**config.mk**
```make
export PLATFORM = sky130hd
export DESIGN_NAME = octave_divider_sub_harmonic_mixer
export DESIGN_NICKNAME = d
export VERILOG_FILES = /design/src/design/odsh_pkg.sv /design/src/design/odsh_front.sv /design/src/design/odsh_queue.sv /design/src/design/odsh_back.sv /design/src/design/octave_divider_sub_harmonic_mixer.sv
export SDC_FILE = /design/constraint.sdc
export NUM_CORES = 1
export LEC_CHECK = 0
export BUFFER_PORTS_ARGS = -buffer_cell sky130_fd_sc_hd__buf_2
export CORE_MARGIN = 1.5
export CORE_UTILIZATION = 35
export CTS_CLUSTER_SIZE = 8
export DETAILED_ROUTE_END_ITERATION = 6
export PLACE_DENSITY = 0.51
export SLEW_MARGIN = 20
export SYNTH_ARGS = -nofsm -noshare
export SYNTH_HDL_FRONTEND = slang
export SYNTH_HIERARCHICAL = 1
export SYNTH_SLANG_ARGS = --single-unit
```
**constraint.sdc**
```tcl
create_clock -name aclk -period 8.5 [get_ports aclk]
set_input_delay 0.85 -clock aclk [delete_from_list [all_inputs] [get_ports aclk]]
set_output_delay 0.85 -clock aclk [all_outputs]
set_load 0.03 [all_outputs]
```
**src/design/odsh_pkg.sv**
```systemverilog
// Shared constants, types and register codes for the octave divider sub-harmonic mixer.
package odsh_pkg;

    localparam int STAGES          = 7;
    localparam int SAMPLE_WIDTH    = 16;
    localparam int NUM_WEIGHTS     = 7;
    localparam int WEIGHT_WIDTH    = 16;
    localparam int THRESH_WIDTH    = 16;
    localparam int MIX_WIDTH       = 19;
    localparam int CFG_INDEX_WIDTH = 3;
    localparam int CFG_DATA_WIDTH  = 32;
    localparam int QUEUE_DEPTH     = 2;
    localparam int QPTR_WIDTH      = $clog2(QUEUE_DEPTH);
    localparam int QCNT_WIDTH      = $clog2(QUEUE_DEPTH + 1);

    typedef logic [STAGES-1:0]                count_t;
    typedef logic [WEIGHT_WIDTH-1:0]          weight_t;
    typedef weight_t [NUM_WEIGHTS-1:0]        weight_arr_t;
    typedef logic [2*THRESH_WIDTH-1:0]        thresh_t;
    typedef logic [CFG_INDEX_WIDTH-1:0]       cfg_index_t;

    // Register indexes on the configuration port
    typedef enum logic [CFG_INDEX_WIDTH-1:0] {
        REG_THRESH   = 3'd0,
        REG_WEIGHT_0 = 3'd1,
        REG_WEIGHT_1 = 3'd2,
        REG_WEIGHT_2 = 3'd3,
        REG_WEIGHT_3 = 3'd4,
        REG_WEIGHT_4 = 3'd5,
        REG_WEIGHT_5 = 3'd6,
        REG_WEIGHT_6 = 3'd7
    } reg_index_t;

    // High threshold +0.05 in the upper half, low threshold -0.05 in the lower half
    localparam thresh_t THRESH_RESET = 32'h0666_F99A;

    // Weights 0.40 0.25 0.15 0.10 0.05 0.03 0.02, stage 0 in the lowest slot
    localparam weight_arr_t WEIGHT_RESET = {
        16'd655, 16'd983, 16'd1638, 16'd3277, 16'd4915, 16'd8192, 16'd13107
    };

    // One queued request: counter value after the update and the block marker
    typedef struct packed {
        count_t count;
        logic   last;
    } entry_t;

    // Front state seen by the top level
    typedef struct packed {
        logic   gate;
        count_t count;
    } front_stat_t;

    // Queue fill status
    typedef struct packed {
        logic not_empty;
        logic full;
    } queue_stat_t;

endpackage

```
**src/design/odsh_front.sv**
```systemverilog
// Front end: accepts samples, squares them with a Schmitt trigger and steps the divider counter.
module odsh_front (
    input  logic                                 aclk,
    input  logic                                 aresetn,
    input  logic                                 s_valid,
    output logic                                 s_ready,
    input  logic signed [odsh_pkg::SAMPLE_WIDTH-1:0] s_sample,
    input  logic                                 s_last_sample,
    input  odsh_pkg::thresh_t                    thresh,
    input  odsh_pkg::queue_stat_t                q_stat,
    output logic                                 push,
    output odsh_pkg::entry_t                     push_entry,
    output odsh_pkg::front_stat_t                f_stat
);

    logic                    gate_reg;
    logic                    gate_next;
    odsh_pkg::count_t        count_reg;
    odsh_pkg::count_t        count_next;
    logic signed [odsh_pkg::THRESH_WIDTH-1:0] hi_thr;
    logic signed [odsh_pkg::THRESH_WIDTH-1:0] lo_thr;
    logic                    accept;

    assign hi_thr  = $signed(thresh[2*odsh_pkg::THRESH_WIDTH-1:odsh_pkg::THRESH_WIDTH]);
    assign lo_thr  = $signed(thresh[odsh_pkg::THRESH_WIDTH-1:0]);
    assign s_ready = !q_stat.full;
    assign accept  = s_valid && s_ready;

    // Square the sample: high test wins, equal to a threshold holds
    always_comb begin
        gate_next = gate_reg;
        priority if (s_sample > hi_thr) begin
            gate_next = 1'b1;
        end else if (s_sample < lo_thr) begin
            gate_next = 1'b0;
        end else begin
            gate_next = gate_reg;
        end
    end

    // Advance the counter on a falling gate edge, wrapping at full scale
    always_comb begin
        count_next = count_reg;
        if (gate_reg && !gate_next) begin
            count_next = count_reg + odsh_pkg::count_t'(1);
        end
    end

    // Hold state between requests
    always_ff @(posedge aclk) begin
        if (!aresetn) begin
            gate_reg  <= 1'b0;
            count_reg <= '0;
        end else if (accept) begin
            gate_reg  <= gate_next;
            count_reg <= count_next;
        end
    end

    assign push             = accept;
    assign push_entry.count = count_next;
    assign push_entry.last  = s_last_sample;
    assign f_stat.gate      = gate_reg;
    assign f_stat.count     = count_reg;

endmodule

```
**src/design/odsh_queue.sv**
```systemverilog
// Short request queue between the front end and the mixer.
module odsh_queue (
    input  logic                  aclk,
    input  logic                  aresetn,
    input  logic                  push,
    input  odsh_pkg::entry_t      push_entry,
    input  logic                  pop,
    output odsh_pkg::entry_t      head,
    output odsh_pkg::queue_stat_t q_stat
);

    odsh_pkg::entry_t                      mem_reg [odsh_pkg::QUEUE_DEPTH];
    logic [odsh_pkg::QPTR_WIDTH-1:0]       wr_ptr_reg;
    logic [odsh_pkg::QPTR_WIDTH-1:0]       rd_ptr_reg;
    logic [odsh_pkg::QCNT_WIDTH-1:0]       cnt_reg;
    logic [odsh_pkg::QCNT_WIDTH-1:0]       cnt_next;

    // Advance the fill count on push and pop
    always_comb begin
        cnt_next = cnt_reg;
        if (push && !pop) begin
            cnt_next = cnt_reg + odsh_pkg::QCNT_WIDTH'(1);
        end else if (pop && !push) begin
            cnt_next = cnt_reg - odsh_pkg::QCNT_WIDTH'(1);
        end
    end

    // Pointers wrap at the queue depth
    always_ff @(posedge aclk) begin
        if (!aresetn) begin
            wr_ptr_reg <= '0;
            rd_ptr_reg <= '0;
            cnt_reg    <= '0;
        end else begin
            cnt_reg <= cnt_next;
            if (push) begin
                wr_ptr_reg <= (32'(wr_ptr_reg) == odsh_pkg::QUEUE_DEPTH - 1) ? '0
                            : wr_ptr_reg + odsh_pkg::QPTR_WIDTH'(1);
            end
            if (pop) begin
                rd_ptr_reg <= (32'(rd_ptr_reg) == odsh_pkg::QUEUE_DEPTH - 1) ? '0
                            : rd_ptr_reg + odsh_pkg::QPTR_WIDTH'(1);
            end
        end
    end

    // Store entries
    always_ff @(posedge aclk) begin
        if (push) begin
            mem_reg[wr_ptr_reg] <= push_entry;
        end
    end

    assign head             = mem_reg[rd_ptr_reg];
    assign q_stat.not_empty = (cnt_reg != '0);
    assign q_stat.full      = (32'(cnt_reg) == odsh_pkg::QUEUE_DEPTH);

endmodule

```
**src/design/odsh_back.sv**
```systemverilog
// Back end: mixes the weighted bipolar divider stages into the output register.
module odsh_back (
    input  logic                                   aclk,
    input  logic                                   aresetn,
    input  odsh_pkg::entry_t                       head,
    input  odsh_pkg::queue_stat_t                  q_stat,
    input  odsh_pkg::weight_arr_t                  weights,
    output logic                                   pop,
    output logic                                   m_valid,
    input  logic                                   m_ready,
    output logic signed [odsh_pkg::MIX_WIDTH-1:0]  m_mix,
    output logic                                   m_last_mix
);

    logic                                  valid_reg;
    logic signed [odsh_pkg::MIX_WIDTH-1:0] mix_reg;
    logic signed [odsh_pkg::MIX_WIDTH-1:0] mix_next;
    logic                                  last_reg;
    logic signed [odsh_pkg::MIX_WIDTH-1:0] term;

    assign pop = q_stat.not_empty && (!valid_reg || m_ready);

    // Add each stage weight when its bit is set, subtract it when clear
    always_comb begin
        mix_next = '0;
        term     = '0;
        for (int k = 0; k < odsh_pkg::STAGES; k++) begin
            if (k < odsh_pkg::NUM_WEIGHTS) begin
                term = {{(odsh_pkg::MIX_WIDTH-odsh_pkg::WEIGHT_WIDTH)
                         {weights[k][odsh_pkg::WEIGHT_WIDTH-1]}}, weights[k]};
            end else begin
                term = '0;
            end
            if (head.count[k]) begin
                mix_next = mix_next + term;
            end else begin
                mix_next = mix_next - term;
            end
        end
    end

    // Output register: load on pop, drop valid when taken
    always_ff @(posedge aclk) begin
        if (!aresetn) begin
            valid_reg <= 1'b0;
        end else if (pop) begin
            valid_reg <= 1'b1;
        end else if (m_ready) begin
            valid_reg <= 1'b0;
        end
    end

    always_ff @(posedge aclk) begin
        if (pop) begin
            mix_reg  <= mix_next;
            last_reg <= head.last;
        end
    end

    assign m_valid    = valid_reg;
    assign m_mix      = mix_reg;
    assign m_last_mix = last_reg;

endmodule

```
**src/design/octave_divider_sub_harmonic_mixer.sv**
```systemverilog
// An accepted request is queued, then popped into the output register that drives m_valid.
// Throughput: one sample per clock while the queue has room; the front end steps the counter,
// the back end's seven-weight adder chain sets the mixer path, and a two-entry queue parts the two.
// Reset (synchronous, active low): gate and divider counter clear, queue and output
// empty, thresholds and stage weights return to their default values.
module octave_divider_sub_harmonic_mixer (
    input  logic                                   aclk,
    input  logic                                   aresetn,
    input  logic                                   s_valid,
    output logic                                   s_ready,
    input  logic signed [odsh_pkg::SAMPLE_WIDTH-1:0] s_sample,
    input  logic                                   s_last_sample,
    output logic                                   m_valid,
    input  logic                                   m_ready,
    output logic signed [odsh_pkg::MIX_WIDTH-1:0]  m_mix,
    output logic                                   m_last_mix,
    input  logic                                   cfg_wr_en,
    input  logic [odsh_pkg::CFG_INDEX_WIDTH-1:0]   cfg_index,
    input  logic [odsh_pkg::CFG_DATA_WIDTH-1:0]    cfg_data
);

    odsh_pkg::thresh_t     thresh_reg;
    odsh_pkg::thresh_t     thresh_next;
    odsh_pkg::weight_arr_t weights_reg;
    odsh_pkg::weight_arr_t weights_next;
    logic                  push;
    logic                  pop;
    odsh_pkg::entry_t      push_entry;
    odsh_pkg::entry_t      head;
    odsh_pkg::queue_stat_t q_stat;
    odsh_pkg::front_stat_t f_stat;

    // Decode configuration writes
    always_comb begin
        thresh_next  = thresh_reg;
        weights_next = weights_reg;
        if (cfg_wr_en) begin
            if (cfg_index == odsh_pkg::REG_THRESH) begin
                thresh_next = cfg_data[2*odsh_pkg::THRESH_WIDTH-1:0];
            end
            for (int k = 0; k < odsh_pkg::NUM_WEIGHTS; k++) begin
                if (cfg_index == odsh_pkg::cfg_index_t'(odsh_pkg::REG_WEIGHT_0 + k)) begin
                    weights_next[k] = cfg_data[odsh_pkg::WEIGHT_WIDTH-1:0];
                end
            end
        end
    end

    always_ff @(posedge aclk) begin
        if (!aresetn) begin
            thresh_reg  <= odsh_pkg::THRESH_RESET;
            weights_reg <= odsh_pkg::WEIGHT_RESET;
        end else begin
            thresh_reg  <= thresh_next;
            weights_reg <= weights_next;
        end
    end

    odsh_front u_front (
        .aclk          (aclk),
        .aresetn       (aresetn),
        .s_valid       (s_valid),
        .s_ready       (s_ready),
        .s_sample      (s_sample),
        .s_last_sample (s_last_sample),
        .thresh        (thresh_reg),
        .q_stat        (q_stat),
        .push          (push),
        .push_entry    (push_entry),
        .f_stat        (f_stat)
    );

    odsh_queue u_queue (
        .aclk       (aclk),
        .aresetn    (aresetn),
        .push       (push),
        .push_entry (push_entry),
        .pop        (pop),
        .head       (head),
        .q_stat     (q_stat)
    );

    odsh_back u_back (
        .aclk       (aclk),
        .aresetn    (aresetn),
        .head       (head),
        .q_stat     (q_stat),
        .weights    (weights_reg),
        .pop        (pop),
        .m_valid    (m_valid),
        .m_ready    (m_ready),
        .m_mix      (m_mix),
        .m_last_mix (m_last_mix)
    );

    // The mixer never pops an empty queue
    a_pop_not_empty: assert property (@(posedge aclk) disable iff (!aresetn)
        pop |-> q_stat.not_empty)
        else $error("pop from empty queue");

    // Counter and gate move only on an accepted request
    a_state_hold: assert property (@(posedge aclk) disable iff (!aresetn)
        !(s_valid && s_ready) |=> $stable(f_stat))
        else $error("front state changed without a request");

    // A request entering an idle pipe passes through the queue and shows up on m_valid
    a_latency: assert property (@(posedge aclk) disable iff (!aresetn)
        (s_valid && s_ready && !q_stat.not_empty && (!m_valid || m_ready))
        |-> ##2 m_valid)
        else $error("result missing after idle-pipe request");

    // The queue never asks for input while full and the front pushes only when ready
    a_push_room: assert property (@(posedge aclk) disable iff (!aresetn)
        push |-> !q_stat.full)
        else $error("push into full queue");

endmodule
```
* Yosys cells after proc, flatten, opt, wreduce, memory -nomap -nowiden
Memory sizes are Yosys's and may differ from the RTL's. A register that Yosys moved wholly into a read port is not among the register bits.
Cells that the tools add are included.
** Storage, ports and cells
- Input bits :: 57
- Bits in registers :: 177
- RAM bits :: 16
- Logic and storage cells :: 88
- Memories kept :: 1
** Memories
- u_queue.mem_reg :: depth 2, bits a word 8, rd ports 1, clocked after Yosys merged registers in 1, write ports 1, line odsh_queue.sv:12 : odsh_pkg::entry_t mem_reg [odsh_pkg::QUEUE_DEPTH];
** Operators by class
- Equal/unequal tests :: 8
- Multiplexer cells :: 20
- Order comparisons :: 2
- Reductions and logical operators :: 23
- Add/sub/neg operators :: 18
** Operator list (count)
- 19-bit two-way mux :: 7
- 19-bit by 16-bit adder with 19-bit output :: 6
- 19-bit by 16-bit subtractor with 19-bit output :: 6
- 1-bit by 16-bit subtractor with 17-bit output (first input constant) :: 1
- 16-bit greater-than comparator :: 1
- 16-bit < comparator :: 1
- 2-bit AND reduction :: 8
- 3-bit equality test (second input constant) :: 4
- 1-bit two-way mux :: 10
- 7-bit by 1-bit adder with 7-bit output (second input constant) :: 1
- 7-bit two-way mux :: 1
- 3-bit by 2-bit equality test with 1-bit output (second input constant) :: 2
- 2-bit nonzero test :: 3
- 1-bit logical AND :: 5
- 1-bit zero test :: 5
- 2-bit two-way mux :: 2
- 3-bit by 1-bit equality test with 1-bit output (second input constant) :: 1
- 3-bit zero test :: 1
- 1-bit adder (second input constant) :: 2
- 2-bit by 1-bit adder with 2-bit output (second input constant) :: 1
- 2-bit equality test (second input constant) :: 1
- 2-bit by 1-bit subtractor with 2-bit output (second input constant) :: 1
- 1-bit logical OR :: 1

* Logic depth before layout (Yosys ltp)
Gate-level depths: netlist of the first run.
- Depth after elaboration :: 14
- Gate-level depth with buffers :: 45
- Mapped depth without buffers :: 43

* Cells and area by module
Netlist of the first run, hierarchy kept.
** Modules (own cells, without submodules)
- odsh_back :: cells an instance 1002, seq. area each 620.6 µm², area each 7546.0 µm², instances 1
- octave_divider_sub_harmonic_mixer :: cells an instance 531, seq. area each 2882.8 µm², area each 5611.6 µm², instances 1
- odsh_front :: cells an instance 188, seq. area each 160.2 µm², area each 1408.9 µm², instances 1
- odsh_queue :: cells an instance 47, seq. area each 580.6 µm², area each 797.0 µm², instances 1

* Worst setup path after synthesis of the first run
OpenSTA, ideal clock, no wires.
- Path kind :: reg-to-reg
- Start point :: reg with a tool-made name
- End point :: reg u_back.mix_reg (netlist bit u_back/m_mix[18]) (data pin)
- Cell stages (with the launch flop) :: 45
- Data required time :: 8232 ps
- Path buffers :: 3
- Period minus slack after synthesis :: 8214 ps
- Path slack :: 286 ps
- Arrival time :: 7946 ps
- Cell sequence :: dfxtp_1 -> buf_2 -> mux2_2 -> clkbuf_1 -> clkbuf_1 -> nor2_1 -> xor2_1 -> ha_1 -> a21oi_1 -> o21bai_1 -> a21oi_1 -> o21bai_1 -> a211o_1 -> a31oi_1 -> xnor2_1 -> ha_1 -> and3_1 -> a21oi_1 -> [... 9 more ...] -> nand2_1 -> a211oi_1 -> nor2_1 -> xor2_1 -> ha_1 -> nor2b_1 -> nor2_1 -> nand2_1 -> a21oi_1 -> a31o_2 -> o21ba_2 -> xnor2_1 -> ha_1 -> or2_2 -> a21oi_1 -> a21oi_1 -> xor2_1 -> xnor3_1
** RTL lines
- end signal: assignment :: line odsh_back.sv:55 : mix_reg <= mix_next;
- end: declaration :: line odsh_back.sv:16 : logic signed [odsh_pkg::MIX_WIDTH-1:0] mix_reg;

==> impl_results.html, run 1 <==
<table>
<tr><th>Metric</th><th>Value</th></tr>
<tr><th colspan="2">Outcome</th></tr>
<tr><td>Outcome</td><td>finished clean</td></tr>
<tr><th colspan="2">Die</th></tr>
<tr><td>Area of the core</td><td>0.0432 sq mm</td></tr>
<tr><td>Row count</td><td>76</td></tr>
<tr><td>Total die area</td><td>0.0451 sq mm</td></tr>
<tr><td>Die Height</td><td>212 microns</td></tr>
<tr><td>Boundary Pins</td><td>79</td></tr>
<tr><td>Initial Utilization</td><td>35.6%</td></tr>
<tr><td>Horizontal die dimension</td><td>212 microns</td></tr>
<tr><th colspan="2">Min path</th></tr>
<tr><td>Type of the most critical hold path</td><td>reg2reg</td></tr>
<tr><th colspan="2">Clocking</th></tr>
<tr><td>TritonCTS Buffers</td><td>17</td></tr>
<tr><td>Latest clock arrival within the worst-skew pair</td><td>0.47 ns</td></tr>
<tr><td>Clock sink total</td><td>194</td></tr>
<tr><td>Max Root-Sink Buffers</td><td>2</td></tr>
<tr><td>Hold-fix buffer count after cts</td><td>0</td></tr>
<tr><td>Clock root cell</td><td>clkbuf_16</td></tr>
<tr><td>Number of levels in the clock H-tree</td><td>4</td></tr>
<tr><td>CTS tree</td><td>done</td></tr>
<tr><td>CTS clk-pin slew, worst paths</td><td>0.08 ns</td></tr>
<tr><th colspan="2">Timing</th></tr>
<tr><td>Number of hold-slack violations in the final timing report</td><td>0</td></tr>
<tr><td>Post-route worst setup slack</td><td>0.432 ns</td></tr>
<tr><td>Worst Clk Skew</td><td>0.0123 ns</td></tr>
<tr><td>Worst Max-Slew Pin Slew</td><td>1.08 ns</td></tr>
<tr><td>Maximum clock frequency</td><td>0.124 GHz</td></tr>
<tr><td>Slew Limit Headroom</td><td>27.1%</td></tr>
<tr><td>Final period utilization</td><td>94.9%</td></tr>
<tr><td>Setup Viol. Count Final</td><td>0</td></tr>
<tr><td>Number of max-slew violations in the final report</td><td>0</td></tr>
<tr><td>Min cycle time layout</td><td>8.07 ns</td></tr>
<tr><th colspan="2">Layout</th></tr>
<tr><td>Sequential cell area</td><td>0.00425 sq mm</td></tr>
<tr><td>Multi-input logic area</td><td>0.0107 sq mm</td></tr>
<tr><td>Number of flip-flops under the largest register name</td><td>112</td></tr>
<tr><td>Number of antenna repair diodes</td><td>0</td></tr>
<tr><td>Number of nets in the final layout</td><td>2060</td></tr>
<tr><td>Synthesis-to-finish area growth</td><td>13.0%</td></tr>
<tr><td>Share of cells above drive strength 1</td><td>13.8%</td></tr>
<tr><td>Number of fill cells in the layout</td><td>4396</td></tr>
<tr><th colspan="2">Placement</th></tr>
<tr><td>Port Buffer Count</td><td>78</td></tr>
<tr><td>Place WS</td><td>-0.0132 ns</td></tr>
<tr><td>Half-perimeter wire length of the detailed placement result</td><td>30900 microns</td></tr>
<tr><td>Final RePlAce weighted congestion</td><td>0.828</td></tr>
<tr><th colspan="2">GRT</th></tr>
<tr><td>Maximum number of pins on one net before global-route repair</td><td>140</td></tr>
<tr><td>Initial antenna violation count</td><td>3</td></tr>
<tr><td>Wire length of the first global-routing pass</td><td>62500 microns</td></tr>
<tr><td>Total GRT Usage</td><td>17.9%</td></tr>
<tr><td>Number of global-route vias before repair</td><td>11.9k</td></tr>
<tr><td>Sum of overflow across all layers after global routing</td><td>0</td></tr>
<tr><th colspan="2">Flow run</th></tr>
<tr><td>Reported max-cap violation count</td><td>0</td></tr>
<tr><th colspan="2">Worst setup path</th></tr>
<tr><td>Crit end category</td><td>register</td></tr>
<tr><td>Data required time of the worst path</td><td>8.72 ns</td></tr>
<tr><td>Register-to-register setup slack</td><td>0.43 ns</td></tr>
<tr><td>Slowest Stage Delay on Critical Path</td><td>0.36 ns</td></tr>
<tr><td>Element type at the critical path start</td><td>register</td></tr>
<tr><td>CP Class</td><td>reg2reg</td></tr>
<tr><td>Largest fanout of any net on the critical path</td><td>6</td></tr>
<tr><td>Critical Path AT</td><td>8.28 ns</td></tr>
<tr><td>Slowest library cell on the worst path</td><td>mux2_2</td></tr>
<tr><td>Most used cell along the critical path</td><td>ha_1</td></tr>
<tr><th colspan="2">Yosys</th></tr>
<tr><td>Combined area of all synthesized cells</td><td>0.0154 sq mm</td></tr>
<tr><td>Number of warning messages in the yosys log</td><td>6</td></tr>
<tr><td>Net count after synthesis</td><td>1978</td></tr>
<tr><td>Average instance area after synthesis</td><td>8.69 sq um</td></tr>
<tr><td>Cells after synthesis</td><td>1767</td></tr>
<tr><th colspan="2">Route</th></tr>
<tr><td>Number of routed nets with antenna violations</td><td>0</td></tr>
<tr><td>Mean number of vias per cell</td><td>5.00</td></tr>
<tr><td>Mean routed wirelength per cell</td><td>16.3 microns</td></tr>
<tr><td>Overall via count from detail_route</td><td>12.2k</td></tr>
<tr><td>Aggregate routed wire length</td><td>39800 microns</td></tr>
<tr><td>Post-detailed-route DRC marker count</td><td>0</td></tr>
<tr><td>Detailed Route Iter0 Violations</td><td>477</td></tr>
<tr><td>Number of optimization iterations in the first detailed-route pass</td><td>5</td></tr>
</table>
==> what timing repair did <==
| item | CTS | global route |
|---|---|---|
| resized for setup | 2 | 61 |
| setup buffers | 0 | 14 |
| pin swaps | 0 | 28 |
| setup endpoints to repair | 1 | 3 |
| cloned | 0 | 0 |
==> final timing paths <==
| kind | start | to | cells past startpoint |
|---|---|---|---|
| setup / recovery | register | u_back/m_mix[18] | 38 |
| hold / removal | thresh_reg[20] | thresh_reg[20] | 2 |
| setup reg to reg | register | u_back/m_mix[18] | 38 |
| hold reg to reg | thresh_reg[20] | thresh_reg[20] | 2 |
==> layout make-up <==
type                    instances  share of cell area [%]
repair buffers                124                    4.28
clock inverters                14                   0.902
inverters                      94                    2.03
clock buffers                  18                    2.60
multi-input cells            1418                    61.5
flip-flops and latches        194                    24.5
well taps                     585                    4.22
==> worst max-delay path, delay by kind of cell, from the launching register on <==
family	cells	cell delay [ns]
compound gates	19	3.35
xor+xnor	6	0.92
fa+ha+maj	6	1.84
buf+inv	2	0.11
flops	1	0.35
mux	2	0.68
simple gates	3	0.59
==> cells in the final DEF, fill, tap and decap left out, types with 7 or more instances in the layout <==
cell type	count
inv_6	7
buf_4	46
nand4_1	8
o21a_1	20
clkbuf_16	18
o21ai_0	34
or2_2	7
a21oi_2	16
inv_1	93
a31oi_1	10
a21o_1	22
mux2_2	21
o21bai_1	24
nor2_1	118
and3_1	14
edfxtp_1	36
nand3_1	13
dfxtp_1	155
buf_2	77
ha_1	146
or3_1	10
nor3_1	46
nand2b_1	16
nor2b_1	96
xnor2_1	80
mux2i_1	149
xor2_1	118
nor4_1	16
a21oi_1	132
nand2_1	174
==> per-stage QoR <==
step | hold slack [ns] | instances | utilization, % | instance area [sq um] | TNS (ns)
floorplan | 0.430 | 1767 | - | 15400 | 0
global placement | 0.444 | 2401 | 38.0 | 16400 | 0
detailed placement | 0.448 | 2401 | 38.0 | 16400 | -0.0132
CTS | 0.463 | 2433 | 39.4 | 17000 | 0
global route | 0.490 | 2447 | 40.2 | 17300 | -0.0711
finish | 0.461 | 2447 | 40.2 | 17300 | 0
==> routing by layer <==
| layer | vias to the layer above | routed length (microns) | GRT usage, % |
|---|---|---|---|
| met3 | 27 | 1080 | 3.44 |
| met1 | 5749 | 18800 | 22.6 |
| met5 | - | 23 | 0 |
| met4 | 4 | 477 | 3.91 |
| met2 | 123 | 19400 | 31.3 |
| li1 | 6334 | - | - |
Power of run 1 is left out: the tool's default activity adds up to more than one toggle a clock period on the data nets, which glitch-free logic cannot reach.
==> run 2, diff against run 1 <==
--- a/config.mk
+++ b/config.mk
@@ -7,10 +7,11 @@
 export LEC_CHECK = 0
 export BUFFER_PORTS_ARGS = -buffer_cell sky130_fd_sc_hd__buf_2
 export CORE_MARGIN = 1.5
-export CORE_UTILIZATION = 35
+export CORE_UTILIZATION = 25
 export CTS_CLUSTER_SIZE = 8
 export DETAILED_ROUTE_END_ITERATION = 6
-export PLACE_DENSITY = 0.51
+export MAX_ROUTING_LAYER = met4
+export PLACE_DENSITY = 0.4
 export SLEW_MARGIN = 20
 export SYNTH_ARGS = -nofsm -noshare
 export SYNTH_HDL_FRONTEND = slang
==> impl_results.html, run 2 (synthesized netlist as in run 1, its figures left out) <==
<table>
<tr><th>Metric</th><th>Value</th></tr>
<tr><th colspan="2">Timing</th></tr>
<tr><td>Number of max-slew violations in the final report</td><td>0</td></tr>
<tr><td>Aggregate negative setup slack</td><td>0 ns</td></tr>
<tr><td>Setup Viol. Count Final</td><td>0</td></tr>
<tr><td>Min cycle time layout</td><td>8.10 ns</td></tr>
<tr><td>Worst Clk Skew</td><td>0.0122 ns</td></tr>
<tr><td>Worst Max-Slew Pin Slew</td><td>1.10 ns</td></tr>
<tr><td>Maximum clock frequency</td><td>0.124 GHz</td></tr>
<tr><td>Slew Limit Headroom</td><td>26.8%</td></tr>
<tr><td>Post-route worst setup slack</td><td>0.404 ns</td></tr>
<tr><td>Number of hold-slack violations in the final timing report</td><td>0</td></tr>
<tr><td>Final period utilization</td><td>95.3%</td></tr>
<tr><th colspan="2">Layout</th></tr>
<tr><td>Share of cells above drive strength 1</td><td>16.3%</td></tr>
<tr><td>Fin cells</td><td>2673</td></tr>
<tr><td>Sequential cell area</td><td>0.00425 sq mm</td></tr>
<tr><td>Highest-count cells in the layout ignoring fill and taps</td><td>172 x nand2_1, 157 x dfxtp_1, 149 x mux2i_1</td></tr>
<tr><td>Multi-input logic area</td><td>0.0108 sq mm</td></tr>
<tr><td>Design area</td><td>0.0179 sq mm</td></tr>
<tr><td>Number of fill cells in the layout</td><td>6470</td></tr>
<tr><td>Number of flip-flops under the largest register name</td><td>112</td></tr>
<tr><td>Number of nets in the final layout</td><td>2089</td></tr>
<tr><td>Synthesis-to-finish area growth</td><td>16.4%</td></tr>
<tr><td>Number of antenna repair diodes</td><td>0</td></tr>
<tr><td>Most common cell after layout, fill and taps aside</td><td>nand2_1</td></tr>
<tr><th colspan="2">Worst setup path</th></tr>
<tr><td>Data required time of the worst path</td><td>8.74 ns</td></tr>
<tr><td>Largest fanout of any net on the critical path</td><td>13</td></tr>
<tr><td>Slowest Stage Delay on Critical Path</td><td>0.36 ns</td></tr>
<tr><td>Critical Path AT</td><td>8.33 ns</td></tr>
<tr><td>CP Class</td><td>reg2reg</td></tr>
<tr><td>Slowest library cell on the worst path</td><td>dfxtp_2</td></tr>
<tr><td>Crit end category</td><td>register</td></tr>
<tr><td>Element type at the critical path start</td><td>register</td></tr>
<tr><th colspan="2">Die</th></tr>
<tr><td>Area of the core</td><td>0.0606 sq mm</td></tr>
<tr><td>Die Height</td><td>251 microns</td></tr>
<tr><td>Total die area</td><td>0.0629 sq mm</td></tr>
<tr><td>Row count</td><td>90</td></tr>
<tr><td>Horizontal die dimension</td><td>251 microns</td></tr>
<tr><td>Initial Utilization</td><td>25.3%</td></tr>
<tr><td>Boundary Pins</td><td>79</td></tr>
<tr><th colspan="2">GRT</th></tr>
<tr><td>Maximum number of pins on one net before global-route repair</td><td>124</td></tr>
<tr><td>Total GRT Usage</td><td>14.4%</td></tr>
<tr><td>Initial antenna violation count</td><td>1</td></tr>
<tr><td>Sum of overflow across all layers after global routing</td><td>0</td></tr>
<tr><td>Wire length of the first global-routing pass</td><td>67600 microns</td></tr>
<tr><td>Number of global-route vias before repair</td><td>12.0k</td></tr>
<tr><th colspan="2">Placement</th></tr>
<tr><td>Final RePlAce weighted congestion</td><td>0.822</td></tr>
<tr><td>Number of placed cells counting well taps</td><td>2616</td></tr>
<tr><td>DP Area</td><td>0.0168 sq mm</td></tr>
<tr><td>Port Buffer Count</td><td>78</td></tr>
<tr><td>Place WS</td><td>-0.0952 ns</td></tr>
<tr><td>Half-perimeter wire length of the detailed placement result</td><td>34000 microns</td></tr>
<tr><th colspan="2">Clocking</th></tr>
<tr><td>Latest clock arrival within the worst-skew pair</td><td>0.49 ns</td></tr>
<tr><td>Clock root cell</td><td>clkbuf_16</td></tr>
<tr><td>Number of levels in the clock H-tree</td><td>4</td></tr>
<tr><td>Clock sink total</td><td>194</td></tr>
<tr><td>Max Root-Sink Buffers</td><td>2</td></tr>
<tr><td>CTS tree</td><td>done</td></tr>
<tr><td>Hold-fix buffer count after cts</td><td>0</td></tr>
<tr><td>CTS clk-pin slew, worst paths</td><td>0.08 ns</td></tr>
<tr><td>TritonCTS Buffers</td><td>17</td></tr>
<tr><th colspan="2">Route</th></tr>
<tr><td>Post-detailed-route DRC marker count</td><td>0</td></tr>
<tr><td>Number of optimization iterations in the first detailed-route pass</td><td>5</td></tr>
<tr><td>Number of routed nets with antenna violations</td><td>0</td></tr>
<tr><td>Detailed Route Iter0 Violations</td><td>528</td></tr>
<tr><td>Mean number of vias per cell</td><td>4.60</td></tr>
<tr><td>Overall via count from detail_route</td><td>12.3k</td></tr>
<tr><td>Mean routed wirelength per cell</td><td>16.4 microns</td></tr>
<tr><td>Aggregate routed wire length</td><td>43800 microns</td></tr>
<tr><th colspan="2">Min path</th></tr>
<tr><td>Type of the most critical hold path</td><td>reg2reg</td></tr>
<tr><td>Worst Min Path Start</td><td>thresh_reg[0]</td></tr>
<tr><th colspan="2">Flow run</th></tr>
<tr><td>Reported max-cap violation count</td><td>0</td></tr>
<tr><th colspan="2">Outcome</th></tr>
<tr><td>Outcome</td><td>finished clean</td></tr>
</table>
==> run 2: cell types whose count changed in the layout (fill, tap and decap cells not counted), moves of 3 or more <==
cell,previous run,this run
buf_4,46,74
a21oi_1,132,121
a21oi_2,16,26
o21ai_0,34,29
o21ai_1,4,9
ha_1,146,142
inv_6,7,3
nor2_2,2,6
ha_2,2,5
nor2_1,118,115
xnor2_1,80,77
xnor2_2,2,5
==> run 2: final cells by class <==
type,instances,share of cell area (%)
multi-input combinational,1418,60.2
sequential,194,23.7
tap,782,5.47
timing repair buffer,153,5.39
clock buffer,17,2.38
inverter,94,1.97
clock inverter,15,0.812
==> run 2: per-layer routing <==
layer | routed length [microns] | vias to the layer above | share of wire, % | GRT usage [%]
met2 | 20700 | 110 | 47 | 23.5
li1 | - | 6386 | - | -
met4 | 629 | 0 | 1.4 | 4.05
met5 | 0 | - | 0 | -
met1 | 21700 | 5751 | 50 | 18.6
met3 | 758 | 38 | 1.7 | 1.96
==> run 2: final timing paths <==
check / end / slack, ns / depth (start not counted)
setup reg to reg: u_back/m_mix[18] / 0.40 / 39
hold / removal: thresh_reg[0] / 0.46 / 2
hold reg to reg: thresh_reg[0] / 0.46 / 2
setup / recovery: u_back/m_mix[18] / 0.40 / 39
==> run 2: repair_timing <==
item,CTS,global route
endpoints found under the setup margin,1,4
pin swaps,0,56
setup buffers,0,25
gates resized for setup,6,82
==> run 2: metrics by stage <==
step	utilization, %	hold WS, ns
2_1_floorplan	-	0.430
3_3_place_gp	27.7	0.446
3_5_place_dp	27.7	0.446
4_1_cts	28.7	0.459
5_1_grt	29.5	0.472
6_report	29.5	0.456
==> run 2: critical path, delay by kind of cell, from the launching register on <==
family                     cells  cell delay [ns]
AOI/OAI and AO/OA             16             2.78
xor gates and xnor gates       7             1.11
adders and majority gates      6             1.86
buffers and inverters          4             0.59
DFF                            1             0.36
muxes                          1             0.36
and+or+nand+nor                5             0.76
Power of run 2 is left out for the same reason.
